$ cat src/sv/lgsm_pkg.sv
// Shared types, constants and register indexes of the light gate speed meter.
package lgsm_pkg;

  localparam int unsigned CfgIdxW  = 3;
  localparam int unsigned CfgDataW = 16;
  localparam int unsigned DivNumW  = 18;
  localparam int unsigned DivDenW  = 16;
  localparam int unsigned DivCntW  = $clog2(DivNumW);

  localparam logic [CfgIdxW-1:0] RegLowLimit     = 3'd0;
  localparam logic [CfgIdxW-1:0] RegHighLimit    = 3'd1;
  localparam logic [CfgIdxW-1:0] RegGateDistance = 3'd2;
  localparam logic [CfgIdxW-1:0] RegTicksPerMs   = 3'd3;
  localparam logic [CfgIdxW-1:0] RegTimeoutTicks = 3'd4;

  localparam logic [6:0]  LowLimitRst     = 7'd2;
  localparam logic [6:0]  HighLimitRst    = 7'd98;
  localparam logic [7:0]  GateDistanceRst = 8'd38;
  localparam logic [7:0]  TicksPerMsRst   = 8'd16;
  localparam logic [15:0] TimeoutTicksRst = 16'd62500;

  localparam logic [DivNumW-1:0] SpeedScale = 18'd1000;
  localparam logic [5:0]  ServoTop   = 6'd34;
  localparam logic [6:0]  SpeedCap   = 7'd99;
  localparam logic [15:0] U16Max     = 16'hFFFF;
  // Reciprocal of ten, exact for every 16-bit value after a shift by 19.
  localparam logic [15:0] RecipTen   = 16'd52429;
  // 23/99 scaled by 2^16, exact for whole speeds up to 99 after a shift by 16.
  localparam logic [13:0] ServoSlope = 14'd15226;

  localparam logic EvMeasure = 1'b0;
  localparam logic EvTimeout = 1'b1;

  localparam logic [1:0] ClassWithin = 2'd0;
  localparam logic [1:0] ClassAbove  = 2'd1;
  localparam logic [1:0] ClassBelow  = 2'd2;

  typedef struct packed {
    logic        event_res;
    logic [15:0] elapsed_ms;
    logic [15:0] speed_tenths;
    logic [1:0]  limit_class;
    logic [5:0]  servo_pulse;
  } res_t;

  typedef struct packed {
    logic               start;
    logic [DivNumW-1:0] num;
    logic [DivDenW-1:0] den;
  } div_req_t;

  typedef struct packed {
    logic               done;
    logic [DivNumW-1:0] quo;
  } div_rsp_t;

endpackage

$ cat src/sv/lgsm_if.sv
// Handshake channel interfaces for samples, results and register writes.
interface lgsm_in_if;
  logic valid;
  logic ready;
  logic kind;
  logic start_clear;
  logic stop_clear;
  modport source (output valid, output kind, output start_clear, output stop_clear,
                  input ready);
  modport sink (input valid, input kind, input start_clear, input stop_clear,
                output ready);
endinterface

interface lgsm_out_if;
  logic        valid;
  logic        ready;
  logic        event_res;
  logic [15:0] elapsed_ms;
  logic [15:0] speed_tenths;
  logic [1:0]  limit_class;
  logic [5:0]  servo_pulse;
  modport source (output valid, output event_res, output elapsed_ms, output speed_tenths,
                  output limit_class, output servo_pulse, input ready);
  modport sink (input valid, input event_res, input elapsed_ms, input speed_tenths,
                input limit_class, input servo_pulse, output ready);
endinterface

interface lgsm_cfg_if;
  logic        valid;
  logic        ready;
  logic [2:0]  index;
  logic [15:0] data;
  modport source (output valid, output index, output data, input ready);
  modport sink (input valid, input index, input data, output ready);
endinterface

$ cat src/sv/light_gate_speed_meter.sv
// Light gate speed meter: a sample that completes a measurement holds off the next request
// until its result is loaded. The accepting cycle is followed by two passes of the shared
// bit-serial divider, first for milliseconds, then for speed. A state each then gives whole
// cm/s and the limit class, and one loads the result register. A time of zero milliseconds
// skips the second pass. Timer ticks and other samples leave the meter idle, and a timeout
// goes straight to the state that loads the result register. A result that waits for the
// output register holds the input off until it moves on.
module light_gate_speed_meter
  import lgsm_pkg::*;
(
  input  logic clk_i,
  input  logic rst_ni,
  lgsm_in_if.sink    in_i,
  lgsm_out_if.source out_o,
  lgsm_cfg_if.sink   cfg_i
);

  typedef enum logic [2:0] {
    S_IDLE,
    S_DIV_MS,
    S_DIV_SPD,
    S_WHOLE,
    S_CLASS,
    S_EMIT
  } state_e;

  state_e state_q;

  logic [6:0]  low_q, high_q;
  logic [7:0]  gd_q, tpm_q;
  logic [15:0] tmo_q;

  logic        last_start_q, last_stop_q, armed_q;
  logic [15:0] tick_q;
  logic [15:0] ms_q, spd_q;
  logic [12:0] whole_q;
  res_t        pend_q, res_q;
  logic        out_valid_q;

  div_req_t div_req;
  div_rsp_t div_rsp;

  logic        accept, arm, armed_eff, stop_hit, is_tick;
  logic [15:0] tick_inc;
  logic [7:0]  tpm_eff;
  logic [15:0] ms_quo;
  logic [31:0] whole_prod;
  logic [6:0]  whole_cap, high_eff;
  logic [20:0] servo_prod;

  assign accept    = in_i.valid && (state_q == S_IDLE);
  assign is_tick   = in_i.kind;
  assign arm       = !in_i.start_clear && last_start_q && !armed_q;
  assign armed_eff = armed_q || arm;
  assign stop_hit  = !in_i.stop_clear && last_stop_q && armed_eff;
  assign tick_inc  = (tick_q == U16Max) ? tick_q : tick_q + 16'd1;
  assign tpm_eff   = (tpm_q == 8'd0) ? 8'd1 : tpm_q;
  assign ms_quo    = div_rsp.quo[15:0];

  always_comb begin
    div_req.start = 1'b0;
    div_req.num   = {2'b00, (arm ? 16'd0 : tick_q)};
    div_req.den   = {8'd0, tpm_eff};
    if (state_q == S_DIV_MS) begin
      div_req.num   = DivNumW'(gd_q) * SpeedScale;
      div_req.den   = ms_quo;
      div_req.start = div_rsp.done && (ms_quo != 16'd0);
    end else begin
      div_req.start = accept && !is_tick && stop_hit;
    end
  end

  lgsm_div u_div (
    .clk_i,
    .rst_ni,
    .req_i (div_req),
    .rsp_o (div_rsp)
  );

  assign whole_prod = spd_q * RecipTen;
  assign whole_cap  = (whole_q > 13'(SpeedCap)) ? SpeedCap : whole_q[6:0];
  assign high_eff   = (high_q < low_q) ? low_q : high_q;
  assign servo_prod = whole_cap * ServoSlope;

  always_ff @(posedge clk_i or negedge rst_ni) begin
    if (!rst_ni) begin
      low_q  <= LowLimitRst;
      high_q <= HighLimitRst;
      gd_q   <= GateDistanceRst;
      tpm_q  <= TicksPerMsRst;
      tmo_q  <= TimeoutTicksRst;
    end else if (cfg_i.valid) begin
      unique case (cfg_i.index)
        RegLowLimit:     low_q  <= cfg_i.data[6:0];
        RegHighLimit:    high_q <= cfg_i.data[6:0];
        RegGateDistance: gd_q   <= cfg_i.data[7:0];
        RegTicksPerMs:   tpm_q  <= cfg_i.data[7:0];
        RegTimeoutTicks: tmo_q  <= cfg_i.data;
        default: ;
      endcase
    end
  end

  always_ff @(posedge clk_i or negedge rst_ni) begin
    if (!rst_ni) begin
      state_q      <= S_IDLE;
      last_start_q <= 1'b1;
      last_stop_q  <= 1'b1;
      armed_q      <= 1'b0;
      tick_q       <= '0;
      out_valid_q  <= 1'b0;
      ms_q         <= '0;
      spd_q        <= '0;
      whole_q      <= '0;
      pend_q       <= '0;
      res_q        <= '0;
    end else begin
      if (out_valid_q && out_o.ready && (state_q != S_EMIT)) begin
        out_valid_q <= 1'b0;
      end
      unique case (state_q)
        S_IDLE: begin
          if (accept) begin
            if (is_tick) begin
              if (armed_q) begin
                tick_q <= tick_inc;
                if (tick_inc >= tmo_q) begin
                  armed_q             <= 1'b0;
                  pend_q.event_res    <= EvTimeout;
                  pend_q.elapsed_ms   <= '0;
                  pend_q.speed_tenths <= '0;
                  pend_q.limit_class  <= ClassWithin;
                  pend_q.servo_pulse  <= ServoTop;
                  state_q             <= S_EMIT;
                end
              end
            end else begin
              if (arm) begin
                tick_q <= '0;
              end
              last_start_q <= in_i.start_clear;
              last_stop_q  <= in_i.stop_clear;
              if (stop_hit) begin
                armed_q <= 1'b0;
                state_q <= S_DIV_MS;
              end else begin
                armed_q <= armed_eff;
              end
            end
          end
        end
        S_DIV_MS: begin
          if (div_rsp.done) begin
            ms_q <= ms_quo;
            if (ms_quo == 16'd0) begin
              spd_q   <= U16Max;
              state_q <= S_WHOLE;
            end else begin
              state_q <= S_DIV_SPD;
            end
          end
        end
        S_DIV_SPD: begin
          if (div_rsp.done) begin
            spd_q   <= (div_rsp.quo[DivNumW-1:16] != '0) ? U16Max : div_rsp.quo[15:0];
            state_q <= S_WHOLE;
          end
        end
        S_WHOLE: begin
          whole_q <= whole_prod[31:19];
          state_q <= S_CLASS;
        end
        S_CLASS: begin
          pend_q.event_res    <= EvMeasure;
          pend_q.elapsed_ms   <= ms_q;
          pend_q.speed_tenths <= spd_q;
          priority if (whole_q > 13'(high_eff)) begin
            pend_q.limit_class <= ClassAbove;
          end else if (whole_q < 13'(low_q)) begin
            pend_q.limit_class <= ClassBelow;
          end else begin
            pend_q.limit_class <= ClassWithin;
          end
          pend_q.servo_pulse <= ServoTop - {1'b0, servo_prod[20:16]};
          state_q            <= S_EMIT;
        end
        S_EMIT: begin
          if (!out_valid_q || out_o.ready) begin
            out_valid_q <= 1'b1;
            res_q       <= pend_q;
            state_q     <= S_IDLE;
          end
        end
        default: state_q <= S_IDLE;
      endcase
    end
  end

  assign in_i.ready         = (state_q == S_IDLE);
  assign cfg_i.ready        = 1'b1;
  assign out_o.valid        = out_valid_q;
  assign out_o.event_res    = res_q.event_res;
  assign out_o.elapsed_ms   = res_q.elapsed_ms;
  assign out_o.speed_tenths = res_q.speed_tenths;
  assign out_o.limit_class  = res_q.limit_class;
  assign out_o.servo_pulse  = res_q.servo_pulse;

  a_div_done_in_div_state: assert property (@(posedge clk_i) disable iff (!rst_ni)
    div_rsp.done |-> (state_q == S_DIV_MS || state_q == S_DIV_SPD))
    else $error("divider finished outside a divide state");

  a_disarmed_on_emit: assert property (@(posedge clk_i) disable iff (!rst_ni)
    (state_q == S_EMIT) |-> !armed_q)
    else $error("meter still armed while a result is pending");

  a_servo_range: assert property (@(posedge clk_i) disable iff (!rst_ni)
    out_valid_q |-> (res_q.servo_pulse >= 6'd11 && res_q.servo_pulse <= ServoTop))
    else $error("servo value out of range");

  a_timeout_fields: assert property (@(posedge clk_i) disable iff (!rst_ni)
    (out_valid_q && res_q.event_res == EvTimeout) |->
      (res_q.elapsed_ms == 16'd0 && res_q.servo_pulse == ServoTop))
    else $error("timeout result carries measurement fields");

  a_start_from_idle_ms: assert property (@(posedge clk_i) disable iff (!rst_ni)
    div_req.start |=> (state_q == S_DIV_MS || state_q == S_DIV_SPD))
    else $error("divider started without a divide state following");

endmodule

$ cat src/sv/lgsm_div.sv
// Shared radix-2 restoring divider, one quotient bit per cycle.
module lgsm_div
  import lgsm_pkg::*;
(
  input  logic     clk_i,
  input  logic     rst_ni,
  input  div_req_t req_i,
  output div_rsp_t rsp_o
);

  logic [DivDenW:0]   rem_q, rem_d, rem_sh;
  logic [DivNumW-1:0] quo_q, quo_d;
  logic [DivDenW-1:0] den_q;
  logic [DivCntW-1:0] cnt_q;
  logic               busy_q, done_q;
  logic               ge;

  assign rem_sh = {rem_q[DivDenW-1:0], quo_q[DivNumW-1]};
  assign ge     = rem_sh >= {1'b0, den_q};
  assign rem_d  = ge ? (rem_sh - {1'b0, den_q}) : rem_sh;
  assign quo_d  = {quo_q[DivNumW-2:0], ge};

  always_ff @(posedge clk_i or negedge rst_ni) begin
    if (!rst_ni) begin
      busy_q <= 1'b0;
      done_q <= 1'b0;
      cnt_q  <= '0;
    end else begin
      done_q <= 1'b0;
      if (req_i.start) begin
        busy_q <= 1'b1;
        cnt_q  <= '0;
      end else if (busy_q) begin
        cnt_q <= cnt_q + 1'b1;
        if (cnt_q == DivCntW'(DivNumW - 1)) begin
          busy_q <= 1'b0;
          done_q <= 1'b1;
        end
      end
    end
  end

  always_ff @(posedge clk_i) begin
    if (req_i.start) begin
      rem_q <= '0;
      quo_q <= req_i.num;
      den_q <= req_i.den;
    end else if (busy_q) begin
      rem_q <= rem_d;
      quo_q <= quo_d;
    end
  end

  assign rsp_o.done = done_q;
  assign rsp_o.quo  = quo_q;

endmodule

$ cat src/flat_wrapper.sv
// flat-port wrapper written by rule: the top's interface ports become plain ports
module light_gate_speed_meter_flat import lgsm_pkg::*;
  (clk_i, rst_ni, in_i_valid, in_i_kind, in_i_start_clear, in_i_stop_clear, in_i_ready, out_o_valid, out_o_event_res, out_o_elapsed_ms, out_o_speed_tenths, out_o_limit_class, out_o_servo_pulse, out_o_ready, cfg_i_valid, cfg_i_index, cfg_i_data, cfg_i_ready);
  lgsm_in_if in_i_i ();
  lgsm_out_if out_o_i ();
  lgsm_cfg_if cfg_i_i ();
  input  logic clk_i;
  input  logic rst_ni;
  input wire logic [$bits(in_i_i.valid)-1:0] in_i_valid;
  input wire logic [$bits(in_i_i.kind)-1:0] in_i_kind;
  input wire logic [$bits(in_i_i.start_clear)-1:0] in_i_start_clear;
  input wire logic [$bits(in_i_i.stop_clear)-1:0] in_i_stop_clear;
  output wire logic [$bits(in_i_i.ready)-1:0] in_i_ready;
  output wire logic [$bits(out_o_i.valid)-1:0] out_o_valid;
  output wire logic [$bits(out_o_i.event_res)-1:0] out_o_event_res;
  output wire logic [$bits(out_o_i.elapsed_ms)-1:0] out_o_elapsed_ms;
  output wire logic [$bits(out_o_i.speed_tenths)-1:0] out_o_speed_tenths;
  output wire logic [$bits(out_o_i.limit_class)-1:0] out_o_limit_class;
  output wire logic [$bits(out_o_i.servo_pulse)-1:0] out_o_servo_pulse;
  input wire logic [$bits(out_o_i.ready)-1:0] out_o_ready;
  input wire logic [$bits(cfg_i_i.valid)-1:0] cfg_i_valid;
  input wire logic [$bits(cfg_i_i.index)-1:0] cfg_i_index;
  input wire logic [$bits(cfg_i_i.data)-1:0] cfg_i_data;
  output wire logic [$bits(cfg_i_i.ready)-1:0] cfg_i_ready;
  assign in_i_i.valid = in_i_valid;
  assign in_i_i.kind = in_i_kind;
  assign in_i_i.start_clear = in_i_start_clear;
  assign in_i_i.stop_clear = in_i_stop_clear;
  assign in_i_ready = in_i_i.ready;
  assign out_o_valid = out_o_i.valid;
  assign out_o_event_res = out_o_i.event_res;
  assign out_o_elapsed_ms = out_o_i.elapsed_ms;
  assign out_o_speed_tenths = out_o_i.speed_tenths;
  assign out_o_limit_class = out_o_i.limit_class;
  assign out_o_servo_pulse = out_o_i.servo_pulse;
  assign out_o_i.ready = out_o_ready;
  assign cfg_i_i.valid = cfg_i_valid;
  assign cfg_i_i.index = cfg_i_index;
  assign cfg_i_i.data = cfg_i_data;
  assign cfg_i_ready = cfg_i_i.ready;
  light_gate_speed_meter u_core (.clk_i(clk_i), .rst_ni(rst_ni), .in_i(in_i_i), .out_o(out_o_i), .cfg_i(cfg_i_i));
endmodule
$ cat config.mk
export PLATFORM = sky130hd
export DESIGN_NAME = light_gate_speed_meter_flat
export DESIGN_NICKNAME = d
export VERILOG_FILES = /design/src/sv/lgsm_pkg.sv /design/src/sv/lgsm_if.sv /design/src/sv/light_gate_speed_meter.sv /design/src/sv/lgsm_div.sv /design/src/flat_wrapper.sv
export SDC_FILE = /design/constraint.sdc
export NUM_CORES = 1
export LEC_CHECK = 0
export BUFFER_PORTS_ARGS = -buffer_cell sky130_fd_sc_hd__clkbuf_2
export CELL_PAD_IN_SITES_DETAIL_PLACEMENT = 0
export CELL_PAD_IN_SITES_GLOBAL_PLACEMENT = 1
export CORE_ASPECT_RATIO = 0.9
export CORE_MARGIN = 3
export CORE_UTILIZATION = 55
export CTS_BUF_LIST = sky130_fd_sc_hd__clkbuf_16
export DETAILED_ROUTE_END_ITERATION = 12
export PLACE_DENSITY_LB_ADDON = 0.05
export RECOVER_POWER = 25
export SYNTH_ARGS = -nofsm -noshare
export SYNTH_HDL_FRONTEND = slang
export SYNTH_SLANG_ARGS = --single-unit
$ cat constraint.sdc
create_clock -name clk_i -period 15.6 [get_ports clk_i]
set_clock_uncertainty 0.1 [all_clocks]
set_input_delay 0.78 -clock clk_i [delete_from_list [all_inputs] [get_ports clk_i]]
set_output_delay 0.78 -clock clk_i [all_outputs]
set_load 0.01 [all_outputs]
**Word-level counts from Yosys, hierarchy flattened**

Index checks and enable logic that the tools add are counted.
W data, S select, Z words.

- Flip-flop bits (word level): 253
- Logic and storage cells: 157

- Order comparisons: 6
- Add/subtract/negate cells: 4
- Reduce and logical (&&, ||, !) cells: 39
- Muxes and demuxes: 49
- Eq/ne operators: 24
- Multiply operators: 3
- Bitwise operators: 1

Operators by type and width:

| kind | number |
|---|---|
| $mux W41 | 4 |
| $mux W16 | 9 |
| $pmux W41 S2 | 1 |
| $mux W18 | 2 |
| $mux W34 | 1 |
| $mul A16 B16 Y32 const B | 1 |
| $pmux W16 S2 | 1 |
| $mux W3 | 8 |
| $mul A7 B13 Y20 const B | 1 |
| $pmux W3 S6 | 1 |
| $ge A17 B16 Y1 | 1 |
| $add A16 B1 Y16 const B | 1 |
| $eq A16 B16 Y1 const B | 1 |
| $ge A16 B16 Y1 | 1 |
| $logic_not A16 Y1 | 1 |
| $reduce_and A2 Y1 | 8 |
| $reduce_bool A16 Y1 | 1 |
| $sub A16 B16 Y16 | 1 |
| $mul A8 B7 Y15 const B | 1 |
| $mux W1 | 15 |
| $mux W7 | 2 |
| $gt A13 B7 Y1 | 1 |
| $gt A13 B7 Y1 const B | 1 |
| $lt A13 B7 Y1 | 1 |
| other kinds (25) | 61 |

**Longest topological paths before layout**

Gate-level depths: netlist of the first run.

- Depth after elaboration: 9
- Gate-level depth with buffers: 25

**By module**

A second synthesis of the first run with hierarchy kept.

- Cell total of the unflattened synthesis: 1,819
- Area, all modules: 19,601.3 um^2

By module, submodules not included:

| module | cells an instance | times used | area each (um^2) |
|---|---|---|---|
| light_gate_speed_meter | 1,537 | 1 | 16,400.7 |
| lgsm_div | 282 | 1 | 3,200.6 |

**Worst setup path before layout of the first run**

No wires, ideal clock.

- Path kind: register to register
- Start: register u_core.whole_q[9]
- End: register u_core.pend_q[4] (netlist name)
- Setup time: 0.079 ns
- Clock period less this slack: 5.812 ns
- Setup slack: 9.788 ns
- Stages on the path, launching flop included: 23
- Path buffers: 0
- Arrival: 5.633 ns
- Cells stage by stage: dfrtp_1 -> nor4_1 -> nand2_1 -> or2_2 -> ha_1 -> xor2_1 -> fa_1 -> fa_1 -> inv_1 -> fa_1 -> inv_1 -> ha_1 -> or4_4 -> nor3_2 -> a21oi_1 -> a31oi_1 -> inv_1 -> a21oi_1 -> xnor2_1 -> ha_1 -> a21oi_2 -> xnor3_1 -> o2bb2ai_1

- Word-level cells in the longest chain between the ends: 5

RTL lines:

| what | RTL line | text |
|---|---|---|
| start: declaration | light_gate_speed_meter.sv:36 | `logic [12:0] whole_q;` |
| start signal: assignment | light_gate_speed_meter.sv:170 | `whole_q <= whole_prod[31:19];` |
| $gt A13 B7 Y1 | light_gate_speed_meter.sv:81 | `assign whole_cap = (whole_q > 13'(SpeedCap)) ? SpeedCap : whole_q[6:0];` |
| $mux W7 | light_gate_speed_meter.sv:81 |  |
| $mul A7 B13 Y20 | light_gate_speed_meter.sv:83 | `assign servo_prod = whole_cap * ServoSlope;` |
| $sub A6 B5 Y6 | light_gate_speed_meter.sv:184 | `pend_q.servo_pulse <= ServoTop - {1'b0, servo_prod[20:16]};` |
| $pmux W41 S2 | light_gate_speed_meter.sv:121 | `unique case (state_q)` |
| end: declaration | light_gate_speed_meter.sv:37 | `res_t pend_q, res_q;` |

Every way passes these cells.
A chain may end at the register's enable or synchronous reset.

==> key figures, run 1 <==
Synth
  – Sequential share of the synthesized area: 33.1%
  – Post-synth top area cell: dfrtp_1
  – Post-Syn Area: 0.0195 sq mm
  – Yosys top cell area share: 23.9%
  – Synth area leaders: dfrtp_1 (24%), ha_1 (17%), fa_1 (13%), mux2_2 (5.4%), edfxtp_1 (5.2%)
  – Yosys reg bits: 253
  – Syn nets: 2,270
  – Unique masters post-synth: 81
  – Ys Warns: 0
  – EDFF count, synth: 34
  – Avg Inst Size Synth: 10.5 sq um
  – Post-synth ARST share: 80.2%
  – Mapped Cells: 1,848
  – Ys flop type: dfrtp_1

Worst setup path
  – CP endpoint kind: asynchronous set/reset pin
  – Worst Path Required: 15,550 ps
  – Reg2reg end: u_core.whole_q[12]
  – Crit path cell chain: clkbuf_1 -> clkbuf_1
  – FF-to-FF Start: u_core.spd_q[3]
  – Slowest Stage Delay on Critical Path: 3400 ps
  – CP max stage cell: clkbuf_1
  – Critical path class: input port to asynchronous set/reset pin
  – R2R cell count: 17
  – Kind of cell adding the most delay to the critical path: buffers and inverters
  – CP Buf/Inv Count: 2
  – Most used cell along the critical path: clkbuf_1
  – Startpoint types: input port
  – Worst Path Max Fanout: 84
  – Setup slack, reg-to-reg: 9280 ps
  – Arr. time, crit path: 6480 ps

CTS
  – Skew-Pair Late Insertion Delay: 560 ps
  – Num CTS Buffers: 28
  – Resized Gates After CTS: 0
  – CTS sink cnt: 253
  – Post-CTS setup buffers: 0
  – Clock slew at reported path FFs: 60 ps
  – Root Buffer: clkbuf_16
  – H-tree depth: 1
  – Hold Buf Count CTS: 0
  – CTS tree: built
  – CTS max path bufs: 3

Global route
  – GRT overflow: 0
  – Met3 usage: 2.91%
  – Largest net degree at the start of global routing: 85
  – Antenna violations before repair: 0
  – Total GRT Usage: 25.3%
  – First-pass GRT wire length: 76,400 um
  – Number of global-route vias before repair: 13.8k
  – Top Usage Layer GRT: met2
  – Met1 Track Usage GR: 39.0%
  – Met2 usage: 39.4%

Timing
  – Fin Hold WS: 321 ps
  – Post-layout min period: 6520 ps
  – Final WS setup: 9080 ps
  – Worst slew margin: -231%
  – Final setup TNS: 0 ps
  – Final Cycle Share: 41.8%
  – Fin. max-slew vios: 140
  – RSZ-0062 raised after global routing: no
  – Worst slew pin tran: 4960 ps
  – Max Fclk: 0.153 GHz
  – # setup viols final: 0
  – Hold Fails Final Rpt: 0

Power
  – Pwr dens: 180 mW/mm^2
  – Comb pwr share: 55.9%
  – Sequential power share: 27.8%
  – Worst vdd ir: 110 uV
  – Sw power: 1.64 mW
  – P_int: 2.15 mW
  – Static Leakage: 11.2 nW
  – Clock power frac: 16.4%
  – Switching share of power: 43.4%

Placement
  – IO Port Bufs: 69
  – Routability Congestion: 0.899
  – Cell Area, Placed: 0.0203 sq mm
  – Pre-CTS setup slack: 9270 ps
  – DP HPWL: 35,100 um
  – Cell count after placement: 2,337

Worst hold path
  – Worst Hold Path Cells: 3
  – Tightest Hold Check Type: input port to flip-flop
  – Worst Min Path Start: cfg_i_data[10]
  – WHS Endpoint: u_core.tmo_q[10]

Floorplan
  – Die Y-Extent: 184 um
  – Initial Util: 56.5%
  – Die width: 204 um
  – Die area: 0.0377 sq mm
  – I/O pin cnt: 71
  – Rows: 64
  – Core Box Area: 0.0344 sq mm

Status
  – Failing checks: capacitance limit, slew limit
  – Outcome: finished, violations left

Layout
  – # diodes: 0
  – Final Net Count: 2,327
  – Layout cells sized above 1: 13.1%
  – Most frequent cells in the layout: ha_1 (265), inv_1 (262), dfrtp_1 (186)
  – Post-Layout Cell Count: 2,387
  – P&R area growth vs syn: 8.35%
  – Finished layout cell area: 0.0211 sq mm
  – Most common cell after layout, fill and taps aside: ha_1

Detailed routing
  – Via density per instance: 5.65
  – DR pass1 iterations: 5
  – Routed Antenna Nets: 0
  – Drt wl/cell: 19.1 um
  – Iteration-0 DRC Markers: 898
  – Total number of vias: 13.5k
  – Final WL: 45,600 um
  – Post-route DRC: 0

Job
  – Max-Cap Viols: 2
[Yosys cell counts (4+ instances only)]
| cell | number |
|---|---|
| o21a_1 | 11 |
| a211oi_1 | 6 |
| a21o_1 | 29 |
| nand2b_1 | 12 |
| or3_1 | 10 |
| a41oi_1 | 4 |
| mux2i_1 | 22 |
| o21bai_1 | 7 |
| inv_1 | 256 |
| a21oi_1 | 78 |
| dfstp_2 | 17 |
| buf_2 | 4 |
| dfxtp_1 | 16 |
| xor2_1 | 20 |
| nor3_1 | 28 |
| nand3_1 | 23 |
| o31ai_1 | 5 |
| and3_1 | 7 |
| and2_1 | 12 |
| edfxtp_1 | 34 |
| ha_1 | 265 |
| nor2_1 | 93 |
| dfrtp_1 | 186 |
| xnor2_1 | 39 |
| nor2b_1 | 14 |
| fa_1 | 130 |
| a31oi_1 | 8 |
| a22o_1 | 49 |
| nor3b_1 | 6 |
| a221oi_1 | 6 |
| a22oi_1 | 4 |
| nand2_1 | 105 |
| nand4_1 | 16 |
| clkbuf_1 | 43 |
| or4_1 | 5 |
| mux2_2 | 93 |
| or2_2 | 6 |
| nor4_1 | 16 |
| o21ai_0 | 94 |
[worst max-delay path by stage]
| stage | startpoint | to | slack, ps | depth (start not counted) |
|---|---|---|---|---|
| floorplan | u_core.whole_q[9] | u_core.pend_q[4] | 9790 | 22 |
| global placement | u_core.spd_q[3] | u_core.whole_q[12] | 9400 | 17 |
| detailed placement | u_core.spd_q[3] | u_core.whole_q[11] | 9270 | 17 |
| CTS | u_core.spd_q[3] | u_core.whole_q[12] | 9220 | 17 |
| global route | rst_ni | u_core.whole_q[6] | 7870 | 2 |
| finish | rst_ni | u_core.whole_q[6] | 9080 | 2 |
[registers in the layout, summed over array words and instances, names as in the netlist, 13 cells and up]
| register | cells |
|---|---|
| u_core.out_o.speed_tenths | 16 |
| u_core.tick_q | 16 |
| u_core.u_div.quo_q | 18 |
| u_core.ms_q | 16 |
| u_core.tmo_q | 16 |
| u_core.spd_q | 16 |
| u_core.whole_q | 13 |
| u_core.u_div.rem_q | 16 |
| u_core.pend_q | 41 |
| u_core.out_o.elapsed_ms | 16 |
| u_core.u_div.den_q | 16 |
[cell families (layout without fill, tap and decap cells)]
kind of cell    after synthesis  in the layout  synth area share, %
fa+ha+maj                   395            395                 30.4
other cells                   1              1               0.0193
mux                         118            118                 6.69
flops                       253            253                 33.1
buf+inv                     313            390                 6.19
compound gates              335            335                 11.3
xor+xnor                     60             60                 2.77
simple gates                373            373                 9.53
[metrics by stage]
step	util, %	total power, mW
3_5_place_dp	58.9	3.17
5_1_grt	61.2	4.20
2_1_floorplan	-	2.63
4_1_cts	61.3	3.82
6_report	61.2	3.79
3_3_place_gp	58.9	3.13
[cell type report]
type	instances	area (sq um)
inverter	258	968
sequential	253	6440
timing repair buffer	82	425
multi-input combinational	1282	11800
fill	2952	13300
clock inverter	22	145
clock buffer	28	701
tap	462	578
[power groups by stage]
stage | Clock (mW) | Sequential [mW] | Combinational [mW]
after floorplan | 0 | 0.976 | 1.66
after global placement | 0 | 1.05 | 2.07
after detailed placement | 0 | 1.06 | 2.11
after CTS | 0.639 | 1.05 | 2.14
after global routing | 0.665 | 1.07 | 2.46
final | 0.621 | 1.05 | 2.12
[per-layer routing]
layer	vias to the layer above	routed length, um
li1	6490	-
met1	6650	22400
met2	287	20600
met3	48	1990
met4	0	643
met5	-	0
(Power assumes the default switching activity.)
==> run 2, diff against run 1 <==
- CORE_UTILIZATION: 55 -> 46
- clock period: 15.6 -> 5.65 ns (I/O delays scaled with it)
==> run 2 against run 1 <==
The run still ends with capacitance limit, slew limit left. Sequential power grew to 2.7 times the previous value. Final cell count up 9.2%. Sequential cell count did not move. Setup slack got worse by 9100 ps. First-iteration DRC count shrank 24%. Utilization shrank 5.7 points. Combinational power grew to 3.1 times the previous value. Global-route usage is 3.7 points lower. Design area rose by 8.4%. Critical path depth up 17. Count of clock-buffer cells in the layout is 1 higher. Critical path type is now flip-flop to flip-flop. Via count increased by 2.9%.
==> key figures, run 2 (same netlist as run 1, synthesis figures left out) <==
Status
  – Outcome: finished, violations left
  – Failing checks: capacitance limit, slew limit

Floorplan
  – Die Y-Extent: 201 um (+9.0%)
  – I/O pin cnt: 71 (unchanged)
  – Die area: 0.0448 sq mm (+19%)
  – Rows: 70 (+9.4%)
  – Initial Util: 47.3% (-9.2 points)
  – Core Box Area: 0.0412 sq mm (+20%)
  – Die width: 223 um (+9.1%)

Worst setup path
  – Most used cell along the critical path: fa_1
  – Worst Path Required: 5950 ps (-9600 ps)
  – CP max stage cell: fa_1
  – Worst Path Max Fanout: 5 (-94%)
  – CP endpoint kind: flip-flop
  – Critical path class: flip-flop to flip-flop
  – Arr. time, crit path: 5940 ps (-540 ps)
  – Slowest Stage Delay on Critical Path: 560 ps (-2840 ps)
  – Startpoint types: flip-flop
  – Crit path cell chain: ha_4 -> buf_4 -> ha_1 -> inv_1 -> fa_1 -> fa_1 -> fa_1 -> inv_1 -> fa_1 -> ha_4 -> nand4_1 -> a2111oi_2 -> a31oi_1 -> a21boi_2 -> buf_4 -> a41oi_4 -> o311ai_4 -> xnor2_1 -> o21ai_1

Placement
  – Pre-CTS setup slack: -352 ps (-9630 ps)
  – Routability Congestion: 0.917 (+2.0%)
  – IO Port Bufs: 69 (unchanged)
  – DP HPWL: 37,200 um (+6.0%)
  – Cell Area, Placed: 0.0212 sq mm (+4.3%)

Timing
  – Final WS setup: 14.7 ps (-9060 ps)
  – Max Fclk: 0.177 GHz
  – Hold Fails Final Rpt: 0 (unchanged)
  – Worst slew pin tran: 3890 ps (-1080 ps)
  – Worst slew margin: -159% (+72 points)
  – Fin. max-slew vios: 64 (-54%)
  – Final Cycle Share: 99.7%
  – Post-layout min period: 5640 ps
  – # setup viols final: 0 (unchanged)
  – RSZ-0062 raised after global routing: yes

Layout
  – Layout cells sized above 1: 20.2% (+7.1 points)
  – Most common cell after layout, fill and taps aside: inv_1
  – Max reg flops: 41 (unchanged)
  – Most frequent cells in the layout: inv_1 (256), ha_1 (245), dfrtp_1 (178)
  – Final Net Count: 2,465 (+5.9%)
  – Largest Register: u_core.pend_q
  – Finished layout cell area: 0.0229 sq mm (+8.4%)
  – P&R area growth vs syn: 17.4%
  – Final Core Density: 55.5% (-5.7 points)
  – Regs by FF count: u_core.pend_q (41), u_core.u_div.quo_q (18)
  – # diodes: 0 (unchanged)

Power
  – Static Leakage: 11.8 nW (+6.0%)
  – Worst vdd ir: 336 uV (+210%)
  – Total power: 11.4 mW (+200%)
  – Pwr dens: 498 mW/mm^2 (+180%)

CTS
  – Root Buffer: clkbuf_16
  – Num CTS Buffers: 29 (+3.6%)
  – CTS sink cnt: 253 (unchanged)
  – CTS max path bufs: 3 (unchanged)
  – CTS tree: built
  – H-tree depth: 1 (unchanged)
  – Skew-Pair Late Insertion Delay: 570 ps (about the same)
  – Clock slew at reported path FFs: 60 ps (about the same)

Global route
  – Largest net degree at the start of global routing: 72 (-15%)
  – Number of global-route vias before repair: 14.2k (+2.9%)
  – Antenna violations before repair: 0 (unchanged)
  – GRT overflow: 0 (unchanged)
  – Total GRT Usage: 21.7% (-3.7 points)
  – First-pass GRT wire length: 78,500 um (+2.8%)

Detailed routing
  – Drt wl/cell: 18.4 um (-3.4%)
  – Routed Antenna Nets: 0 (unchanged)
  – Post-route DRC: 0 (unchanged)
  – Via density per instance: 5.32 (-5.7%)
  – DR pass1 iterations: 5 (unchanged)
  – Iteration-0 DRC Markers: 682 (-24%)
  – Final WL: 48,100 um (+5.4%)
  – Total number of vias: 13.9k (+2.9%)

Job
  – Max-Cap Viols: 1 (-1)

Worst hold path
  – Tightest Hold Check Type: input port to flip-flop
run 2: cell types whose count changed in the layout (fill, tap and decap cells not counted), sizes merged, moves of 3 or more:
cell         previous run  this run
clkinvlp                1         4
buf                     9       128
clkinv                 12         9
dlygate4sd3             0        20
bufinv                  1         5
run 2: per-stage QoR:
step | hold WS (ps) | setup TNS [ps] | std cells
after detailed placement | 162 | -2330 | 2517
final | 91.1 | 0 | 2606
after floorplan | -113 | 0 | 1848
after global routing | 123 | -1100 | 2606
after global placement | 154 | -1880 | 2517
after CTS | 69.7 | 0 | 2595
run 2: layer usage:
layer	vias to the layer above	part of all wire, %	track usage (%)
met2	233	45	33.5
met4	0	1.4	3.25
met3	45	4.3	3.28
met1	6822	49	32.9
li1	6771	-	-
met5	-	0	0
run 2: power by group:
part / switching [mW] / total [mW] / internal (mW)
Sequential: 0.492 / 2.87 / 2.38
Combinational: 3.50 / 6.54 / 3.04
Clock: 0.805 / 1.97 / 1.17
Total: 4.79 / 11.4 / 6.59
run 2: area by class of cell:
| type | count | area (sq um) |
|---|---|---|
| flip-flops and latches | 253 | 6450 |
| repair buffers | 219 | 1480 |
| well taps | 540 | 676 |
| clock buffers | 29 | 726 |
| inverters | 258 | 968 |
| multi-input cells | 1282 | 12300 |
| fillers | 3655 | 18300 |
| clock inverters | 25 | 269 |
run 2: final timing paths:
kind / endpoint / startpoint / slack (ps) / cells past startpoint
worst max-delay path: u_core.whole_q[11] / u_core.spd_q[4] / 10 / 19
worst min-delay path: u_core.tick_q[0] / in_i_kind / 90 / 2
worst max register to register: u_core.whole_q[11] / u_core.spd_q[4] / 10 / 19
worst min register to register: u_core.pend_q[0] / u_core.pend_q[0] / 390 / 1
max in group asynchronous: u_core.tpm_q[5] / rst_ni / 1400 / 3
min in group asynchronous: u_core.pend_q[21] / rst_ni / 1480 / 2
run 2: critical path: cells and delay by family, from the launching register on:
kind            cells  cell delay (ps)
compound gates      6             1290
xor+xnor            1              160
fa+ha+maj           7             2920
buf+inv             4              420
flops               1              440
simple gates        1              150
run 2: what timing repair did:
item                                   in CTS  in global routing
setup endpoints to repair                  13                 15
endpoints found under the hold margin     111                  0
hold buffers                               20                  0
buffers inserted                            4                 11
gates resized for setup                    34                 46
pin swaps                                  28                 40
